`config.mk`:
```
export PLATFORM = sky130hd
export DESIGN_NAME = placement_policy_allocator_top
export DESIGN_NICKNAME = d
export VERILOG_FILES = /design/src/hw/rtl/ppa_pkg.sv /design/src/hw/rtl/ppa_datapath.sv /design/src/hw/rtl/ppa_ctrl.sv /design/src/hw/rtl/placement_policy_allocator_top.sv
export SDC_FILE = /design/constraint.sdc
export NUM_CORES = 1
export LEC_CHECK = 0
export BUFFER_PORTS_ARGS = -buffer_cell sky130_fd_sc_hd__buf_2
export CAP_MARGIN = 20
export CELL_PAD_IN_SITES_DETAIL_PLACEMENT = 0
export CELL_PAD_IN_SITES_GLOBAL_PLACEMENT = 1
export CORE_ASPECT_RATIO = 1.25
export CORE_UTILIZATION = 44
export CTS_BUF_LIST = sky130_fd_sc_hd__clkbuf_4 sky130_fd_sc_hd__clkbuf_8
export CTS_CLUSTER_SIZE = 24
export DETAILED_ROUTE_END_ITERATION = 7
export PLACE_DENSITY_LB_ADDON = 0.1
export SETUP_SLACK_MARGIN = 0.1
export SYNTH_ARGS = -nofsm -noshare
export SYNTH_HDL_FRONTEND = slang
export SYNTH_SLANG_ARGS = --single-unit
```
`constraint.sdc`:
```
create_clock -name clk_i -period 13.34 [get_ports clk_i]
set_clock_uncertainty 0.2 [all_clocks]
set_input_delay 2.668 -clock clk_i [delete_from_list [all_inputs] [get_ports clk_i]]
set_output_delay 2.668 -clock clk_i [all_outputs]
set_load 0.02 [all_outputs]
```
`src/hw/rtl/ppa_pkg.sv`:
```
`timescale 1ns / 1ps
package ppa_pkg;

  localparam int unsigned StatusW = 3;
  localparam logic [StatusW-1:0] StOk       = 3'd0;
  localparam logic [StatusW-1:0] StDup      = 3'd1;
  localparam logic [StatusW-1:0] StNoSpace  = 3'd2;
  localparam logic [StatusW-1:0] StFull     = 3'd3;
  localparam logic [StatusW-1:0] StNotFound = 3'd4;

  localparam logic [1:0] PolFirst = 2'd0;
  localparam logic [1:0] PolExact = 2'd1;
  localparam logic [1:0] PolBest  = 2'd2;
  localparam logic [1:0] PolWorst = 2'd3;

  localparam logic CfgPolicy = 1'b0;
  localparam logic CfgLimit  = 1'b1;
  localparam logic [7:0] LimitReset = 8'd80;

  localparam logic KindAlloc = 1'b0;
  localparam logic KindFree  = 1'b1;

  // controller -> datapath
  typedef struct packed {
    logic load;       // latch request, clear scan state
    logic scan_step;  // examine one table slot / gap
    logic fallback;   // exact-fit scan missed: rerun as first fit
    logic shift_step; // move one entry for insert or remove
    logic commit;     // write new entry / clear top valid
  } ppa_cmd_t;

  // datapath -> controller
  typedef struct packed {
    logic scan_done;
    logic exact_miss;
    logic shift_done;
    logic ok;         // scan produced a placement or a found entry
  } ppa_sts_t;

endpackage

```
`src/hw/rtl/ppa_datapath.sv`:
```
`timescale 1ns / 1ps
module ppa_datapath #(
  parameter int unsigned HEAP_UNITS = 128,
  parameter int unsigned MAX_BLOCKS = 16
) (
  input  logic                    clk_i,
  input  logic                    rst_ni,
  input  ppa_pkg::ppa_cmd_t       cmd_i,
  output ppa_pkg::ppa_sts_t       sts_o,
  input  logic [1:0]              policy_i,
  input  logic [7:0]              limit_i,
  input  logic                    kind_i,
  input  logic [7:0]              id_i,
  input  logic [7:0]              size_i,
  output logic [2:0]              status_o,
  output logic [6:0]              start_o
);
  localparam int unsigned IdxW = (MAX_BLOCKS > 1) ? $clog2(MAX_BLOCKS) : 1;
  localparam int unsigned CntW = $clog2(MAX_BLOCKS + 1);
  localparam int unsigned AddrW = $clog2(HEAP_UNITS + 1) + 1;

  logic [MAX_BLOCKS-1:0] valid_q;
  logic [7:0]       id_mem    [MAX_BLOCKS];
  logic [AddrW-1:0] start_mem [MAX_BLOCKS];
  logic [AddrW-1:0] size_mem  [MAX_BLOCKS];

  logic             kind_q;
  logic [7:0]       id_q, size_q;
  logic [1:0]       mode_q;
  logic [CntW-1:0]  g_q, n_q, found_q, pick_q, sh_q;
  logic             found_v_q, pick_v_q, exhit_q;
  logic [AddrW-1:0] lo_q, best_q, pstart_q, lim_q, fstart_q;
  logic [AddrW-1:0] hi, glen, ent_end;
  logic             at_end, fit;

  // count of packed valid entries
  logic [CntW-1:0] n_cnt;
  always_comb begin
    n_cnt = '0;
    for (int i = 0; i < MAX_BLOCKS; i++) if (valid_q[i]) n_cnt = n_cnt + CntW'(1);
  end

  assign at_end = (g_q == n_q);
  always_comb begin
    hi = at_end ? lim_q : start_mem[g_q[IdxW-1:0]];
    if (hi > lim_q) hi = lim_q;
    glen = (hi > lo_q) ? hi - lo_q : '0;
    ent_end = start_mem[g_q[IdxW-1:0]] + size_mem[g_q[IdxW-1:0]];
    fit = (glen >= AddrW'(size_q));
  end

  always_ff @(posedge clk_i or negedge rst_ni) begin
    if (!rst_ni) begin
      valid_q <= '0;
    end else if (cmd_i.commit && sts_o.ok) begin
      if (kind_q == ppa_pkg::KindAlloc) valid_q[n_q[IdxW-1:0]] <= 1'b1;
      else valid_q[n_q[IdxW-1:0] - IdxW'(1)] <= 1'b0;
    end
  end

  always_ff @(posedge clk_i) begin
    if (cmd_i.load) begin
      kind_q <= kind_i; id_q <= id_i; size_q <= size_i;
      mode_q <= policy_i;
      lim_q <= (AddrW'(limit_i) > AddrW'(HEAP_UNITS)) ? AddrW'(HEAP_UNITS)
                                                       : AddrW'(limit_i);
      n_q <= n_cnt; g_q <= '0; lo_q <= '0;
      found_v_q <= 1'b0; pick_v_q <= 1'b0; exhit_q <= 1'b0;
    end else if (cmd_i.fallback) begin
      mode_q <= ppa_pkg::PolFirst; g_q <= '0; lo_q <= '0; pick_v_q <= 1'b0;
    end else if (cmd_i.scan_step) begin
      if (!at_end) begin
        // keep the start of a hit: the shift overwrites it before the result
        if (!found_v_q && id_mem[g_q[IdxW-1:0]] == id_q) begin
          found_v_q <= 1'b1; found_q <= g_q;
          fstart_q <= start_mem[g_q[IdxW-1:0]];
        end
        lo_q <= ent_end;
      end
      if (size_q != 8'd0) begin
        if (mode_q == ppa_pkg::PolExact) begin
          if (!exhit_q && glen == AddrW'(size_q)) begin
            exhit_q <= 1'b1; pick_v_q <= 1'b1; pick_q <= g_q; pstart_q <= lo_q;
          end
        end else if (fit && (!pick_v_q ||
                   (mode_q == ppa_pkg::PolBest && glen < best_q) ||
                   (mode_q == ppa_pkg::PolWorst && glen > best_q))) begin
          pick_v_q <= 1'b1; pick_q <= g_q; best_q <= glen; pstart_q <= lo_q;
          if (mode_q == ppa_pkg::PolFirst) exhit_q <= 1'b1;
        end
        if (mode_q == ppa_pkg::PolFirst && exhit_q) pick_v_q <= 1'b1;
      end
      if (!at_end) g_q <= g_q + CntW'(1);
      sh_q <= (kind_q == ppa_pkg::KindAlloc) ? n_q : found_q;
    end else if (cmd_i.shift_step) begin
      if (kind_q == ppa_pkg::KindAlloc) begin
        id_mem[sh_q[IdxW-1:0]]    <= id_mem[sh_q[IdxW-1:0] - IdxW'(1)];
        start_mem[sh_q[IdxW-1:0]] <= start_mem[sh_q[IdxW-1:0] - IdxW'(1)];
        size_mem[sh_q[IdxW-1:0]]  <= size_mem[sh_q[IdxW-1:0] - IdxW'(1)];
        sh_q <= sh_q - CntW'(1);
      end else begin
        id_mem[sh_q[IdxW-1:0]]    <= id_mem[sh_q[IdxW-1:0] + IdxW'(1)];
        start_mem[sh_q[IdxW-1:0]] <= start_mem[sh_q[IdxW-1:0] + IdxW'(1)];
        size_mem[sh_q[IdxW-1:0]]  <= size_mem[sh_q[IdxW-1:0] + IdxW'(1)];
        sh_q <= sh_q + CntW'(1);
      end
    end else if (cmd_i.commit && sts_o.ok && kind_q == ppa_pkg::KindAlloc) begin
      id_mem[pick_q[IdxW-1:0]]    <= id_q;
      start_mem[pick_q[IdxW-1:0]] <= pstart_q;
      size_mem[pick_q[IdxW-1:0]]  <= AddrW'(size_q);
    end
  end

  logic full;
  assign full = (n_q == CntW'(MAX_BLOCKS));
  // scan finishes after the tail gap (slot n) has been examined
  assign sts_o.scan_done  = at_end;
  assign sts_o.exact_miss = (mode_q == ppa_pkg::PolExact) && !exhit_q
                            && kind_q == ppa_pkg::KindAlloc && !found_v_q
                            && !full && size_q != 8'd0;
  assign sts_o.shift_done = (kind_q == ppa_pkg::KindAlloc) ? (sh_q == pick_q)
                          : (sh_q + CntW'(1) >= n_q);
  assign sts_o.ok = (kind_q == ppa_pkg::KindAlloc)
                    ? (!found_v_q && !full && pick_v_q) : found_v_q;

  always_comb begin
    status_o = ppa_pkg::StOk;
    start_o  = '0;
    if (kind_q == ppa_pkg::KindAlloc) begin
      if (found_v_q) status_o = ppa_pkg::StDup;
      else if (full) status_o = ppa_pkg::StFull;
      else if (!pick_v_q) status_o = ppa_pkg::StNoSpace;
      else start_o = pstart_q[6:0];
    end else begin
      if (!found_v_q) status_o = ppa_pkg::StNotFound;
      else start_o = fstart_q[6:0];
    end
  end

  valid_packed_a: assert property (@(posedge clk_i) disable iff (!rst_ni)
    (valid_q & (valid_q + MAX_BLOCKS'(1))) == '0)
    else $error("valid table not packed");
  scan_bound_a: assert property (@(posedge clk_i) disable iff (!rst_ni)
    cmd_i.scan_step |-> g_q <= n_q) else $error("scan past end");
  commit_shift_a: assert property (@(posedge clk_i) disable iff (!rst_ni)
    cmd_i.commit |-> !cmd_i.shift_step && !cmd_i.scan_step)
    else $error("commit overlaps");
endmodule

```
`src/hw/rtl/ppa_ctrl.sv`:
```
`timescale 1ns / 1ps
module ppa_ctrl (
  input  logic              clk_i,
  input  logic              rst_ni,
  input  logic              in_valid_i,
  output logic              in_ready_o,
  output logic              out_valid_o,
  input  logic              out_ready_i,
  output ppa_pkg::ppa_cmd_t cmd_o,
  input  ppa_pkg::ppa_sts_t sts_i
);
  typedef enum logic [5:0] {
    S_IDLE  = 6'b000001,
    S_SCAN  = 6'b000010,
    S_FALL  = 6'b000100,
    S_SHIFT = 6'b001000,
    S_DONE  = 6'b010000,
    S_OUT   = 6'b100000
  } state_e;

  state_e state_q, state_d;

  always_ff @(posedge clk_i or negedge rst_ni) begin
    if (!rst_ni) state_q <= S_IDLE;
    else state_q <= state_d;
  end

  always_comb begin
    state_d = state_q;
    cmd_o = '0;
    in_ready_o = 1'b0;
    out_valid_o = 1'b0;
    unique case (state_q)
      S_IDLE: begin
        in_ready_o = 1'b1;
        if (in_valid_i) begin
          cmd_o.load = 1'b1; state_d = S_SCAN;
        end
      end
      S_SCAN: begin
        cmd_o.scan_step = 1'b1;
        if (sts_i.scan_done) state_d = S_FALL;
      end
      S_FALL: begin
        if (sts_i.exact_miss) begin
          cmd_o.fallback = 1'b1; state_d = S_SCAN;
        end else if (sts_i.ok) state_d = S_SHIFT;
        else state_d = S_OUT;
      end
      S_SHIFT: begin
        if (sts_i.shift_done) state_d = S_DONE;
        else cmd_o.shift_step = 1'b1;
      end
      S_DONE: begin
        cmd_o.commit = 1'b1; state_d = S_OUT;
      end
      S_OUT: begin
        out_valid_o = 1'b1;
        if (out_ready_i) state_d = S_IDLE;
      end
      default: state_d = S_IDLE;
    endcase
  end
endmodule

```
`src/hw/rtl/placement_policy_allocator_top.sv`:
```
`timescale 1ns / 1ps
// channel  | direction | contents
// s_axis   | in        | tuser: kind; tdata: block_id[7:0] request_size[15:8]
// m_axis   | out       | tdata: status[2:0] block_start[9:3]
// cfg      | in        | cfg_we_i, cfg_idx_i (0 policy, 1 limit), cfg_wdata_i
// For each item the table scan visits one slot per cycle, then one entry
// moves per cycle.
// An exact-fit miss rescans the table as first fit.
// Reset clears the valid bits, the state and the config registers;
// table contents need no clearing.
// Input is taken only when idle; the result holds until m_axis_tready.
module placement_policy_allocator_top #(
  parameter int unsigned HEAP_UNITS = 128,
  parameter int unsigned MAX_BLOCKS = 16
) (
  input  logic        clk_i,
  input  logic        rst_ni,
  input  logic        s_axis_tvalid,
  output logic        s_axis_tready,
  input  logic        s_axis_tuser,  // kind
  input  logic [15:0] s_axis_tdata,  // block_id, request_size
  output logic        m_axis_tvalid,
  input  logic        m_axis_tready,
  output logic [15:0] m_axis_tdata,  // status, block_start
  input  logic        cfg_we_i,
  input  logic        cfg_idx_i,
  input  logic [7:0]  cfg_wdata_i
);
  logic [1:0] policy_q;
  logic [7:0] limit_q;
  ppa_pkg::ppa_cmd_t cmd;
  ppa_pkg::ppa_sts_t sts;
  logic [2:0] status;
  logic [6:0] start;

  always_ff @(posedge clk_i or negedge rst_ni) begin
    if (!rst_ni) begin
      policy_q <= ppa_pkg::PolFirst;
      limit_q  <= ppa_pkg::LimitReset;
    end else if (cfg_we_i) begin
      if (cfg_idx_i == ppa_pkg::CfgPolicy) policy_q <= cfg_wdata_i[1:0];
      else limit_q <= cfg_wdata_i;
    end
  end

  ppa_ctrl u_ctrl (
    .clk_i, .rst_ni,
    .in_valid_i(s_axis_tvalid), .in_ready_o(s_axis_tready),
    .out_valid_o(m_axis_tvalid), .out_ready_i(m_axis_tready),
    .cmd_o(cmd), .sts_i(sts)
  );

  ppa_datapath #(.HEAP_UNITS(HEAP_UNITS), .MAX_BLOCKS(MAX_BLOCKS)) u_dp (
    .clk_i, .rst_ni, .cmd_i(cmd), .sts_o(sts),
    .policy_i(policy_q), .limit_i(limit_q),
    .kind_i(s_axis_tuser), .id_i(s_axis_tdata[7:0]),
    .size_i(s_axis_tdata[15:8]),
    .status_o(status), .start_o(start)
  );

  assign m_axis_tdata = {6'd0, start, status};
endmodule

```
==> flow_summary_export.csv <==
group,metric,value,unit
timing,final-hold-violation-count,0,
cts,worstSkewPairLatency,690,ps
logic_synthesis,async_flop_share,5.91,%
power,swShare,33.6,%
placement,post_dp_cell_area,32100,µm²
power,power,6.47,mW
power,irDropWorstVdd,0.112,mV
power,combinationalPowerShare,40.1,%
cts,htreeDepth,3,
die,initial_core_util,44.6,%
routing,post_drt_wl_per_cell,28.1,µm
timing,period_minus_slack,10420,ps
die,die_h,296,µm
routing,vias,18500,
timing,setup_viol,0,
critical_path,path_delay_family,"compound AO/OA/AOI/OAI gates",
layout,layout_common_cells,"488 x edfxtp_1, 392 x mux4_2, 100 x nand2_1, 95 x clkbuf_8, 77 x inv_1",
critical_path,critical_path_class,"flip-flop to flip-flop",
layout,nFillCells,5734,
die,core_area,68400,µm²
timing,tightest_slew,1090,ps
grt,grt_max_degree,136,
timing,rsz0062_at_grt,"no",
cts,postCtsSetupBuffers,0,
die,die_area,70400,µm²
logic_synthesis,synth_ff_type,"edfxtp_1",
grt,overflow,0,
die,core.rowCount,107,
critical_path,cpMaxStageDelayCell,"o21ai_1",
layout,nets,2045,
routing,wl,82.6,mm
grt,antenna_found_initial,1,
critical_path,worstPathRequired,13510,ps
placement,hpwl,49.2,mm
power,p_switching,2.18,mW
logic_synthesis,synth_area_per_cell,16.3,µm²
critical_path,critPathMaxStageDelay,810,ps
die,io-pin-count,49,
critical_path,critPathMostFrequentCell,"o21a_1",
cts,root_buffer,"clkbuf_8",
logic_synthesis,syn_inst,1871,
layout,drive_gt1_share,34.8,%
logic_synthesis,ys_types,78,
logic_synthesis,synth_edf_count,488,
logic_synthesis,ys.warnings.count,0,
critical_path,crit_arrival,10590,ps
placement,gp_congestion,0.839,
timing,fin_tns_setup,0,ps
cts,cts.clk_slew.worst_paths,60,ps
die,die-width,237,µm
timing,post-route-period-util,78.1,%
layout,post-route-cell-area,33900,µm²
min_path,hold_class,"flip-flop to flip-flop",
power,p_leak,11.1,nW
routing,drt_iter0_markers,1668,
routing,ant_nets,0,
cts,cts_max_path_buffers,3,
timing,fmax,95.9,MHz
status,status,"finished clean",
cts,holdBufCountCts,0,
layout,layout_commonest_cell,"edfxtp_1",
cts,cts-resized-gates,0,
routing,vias_per_cell,6.28,
cts,tritoncts,"yes",
layout,area_growth,11.2,%
layout,fin_util,49.6,%
grt,grt_pass1_vias,19000,
cts,clock-sinks,541,
timing,slew_violations,0,
cts,numCtsBuffers,90,
grt,grt.total_usage,24.0,%
power,p_clk_share,23.0,%
run,maxCapViolCount,0,
timing,slew_headroom,27.5,%
logic_synthesis,ys_ff_latch,541,
critical_path,start_kind,"flip-flop",
placement,port_buffers,42,
critical_path,cp_num_buf_inv,2,
power,intPower,4.30,mW
routing,drc,0,
logic_synthesis,yosysSeqAreaShare,52.1,%
logic_synthesis,synthesis.area,30500,µm²
power,seqPwrFrac,36.9,%
grt,grt_first_pass_wirelength,123,mm
critical_path,worstPathMaxFanout,29,
routing,firstDrtPassIters,7,
power,powerDensity,191,nW/µm²
critical_path,critical_path.endpoint_type,"flip-flop",
==> registers in the layout, summed over array words and instances, names as in the netlist, 9 cells and up, named ones only <==
| signal | count |
|---|---|
| u_dp.pstart_q | 9 |
| u_dp.start_mem | 144 |
| u_dp.valid_q | 16 |
| u_dp.lo_q | 9 |
| u_dp.size_mem | 144 |
| u_dp.id_mem | 128 |
| u_dp.best_q | 9 |
==> Yosys cell counts (10+ instances only) <==
master    number  area share [%]
xnor2_1       42             1.2
o21a_1        12            0.30
dfrtp_1       29             2.4
mux4_2       392              29
nand4_1       16            0.33
xor2_1        36             1.0
and3_1        11            0.23
nand3_1       21            0.34
a21oi_1       58            0.95
a21o_1        10            0.25
buf_1         32            0.39
nor2b_1       19            0.39
nand2_1      100             1.2
dfxtp_1       21             1.4
edfxtp_1     488              48
nor2_1        87             1.1
inv_1         77            0.95
clkbuf_1      89             1.1
ha_1          65             2.7
a31oi_1       10            0.21
nor3_1        18            0.30
nand2b_1      14            0.29
o21ai_0       68             1.1
mux2i_1       34             1.1
mux2_2        10            0.37
==> path summary, 6_finish.rpt <==
path                               from                 to  slack [ps]  cells past startpoint
min in group asynchronous        rst_ni    u_dp.valid_q[8]        1860                      1
max reg2reg                   flip-flop     u_dp.pick_q[4]        2920                     41
max                           flip-flop     u_dp.pick_q[4]        2920                     41
min reg2reg                u_dp.lo_q[7]   u_dp.pstart_q[7]         260                      0
min                        u_dp.lo_q[7]   u_dp.pstart_q[7]         260                      0
max in group asynchronous        rst_ni  u_ctrl.state_q[3]       10580                      1
==> final cells by class <==
class                      instances  area (µm²)  area share, %
timing repair buffer             111         738           2.18
antenna                            1        2.50        0.00738
sequential                       541       15900           46.9
clock inverter                    42         300          0.885
clock buffer                     120        1500           4.41
inverter                          80         300          0.885
multi-input combinational       1123       14000           41.4
tap                              926        1160           3.42
==> power groups by stage <==
stage	sequential [mW]	clock [mW]	combinational, mW
floorplan	2.36	0	2.02
global placement	2.42	0	2.58
detailed placement	2.43	0	2.62
CTS	2.39	1.53	2.62
global route	2.40	1.60	2.83
finish	2.39	1.49	2.60
==> per-layer routing <==
| metal | global-route usage [%] | vias up | share of wire [%] |
|---|---|---|---|
| li1 | - | 7831 | - |
| met1 | 30.7 | 9769 | 40 |
| met2 | 41.9 | 761 | 51 |
| met3 | 3.86 | 131 | 6.3 |
| met4 | 7.68 | 0 | 2.3 |
| met5 | 0 | - | 0 |
==> stage by stage <==
step	setup slack (ps)	std cells	hold slack (ps)
after floorplan	3370	1877	230
after global placement	2670	2779	242
after detailed placement	2490	2779	249
after CTS	2470	2941	255
after global routing	2080	2944	273
final	2920	2944	256
==> kinds of logic (layout without fill, tap and decap cells) <==
kind of cell	count (synthesis)	after routing	synth area share [%]
flip-flops	541	541	52.1
adder cells (fa/ha/maj)	67	67	2.80
buffers and inverters	213	353	2.72
other	1	8	0.0123
AO/OA/AOI/OAI	209	209	4.20
multiplexers	436	436	30.4
XOR/XNOR	86	86	2.80
AND/OR/NAND/NOR	318	318	4.97
(Power assumes the default switching activity.)
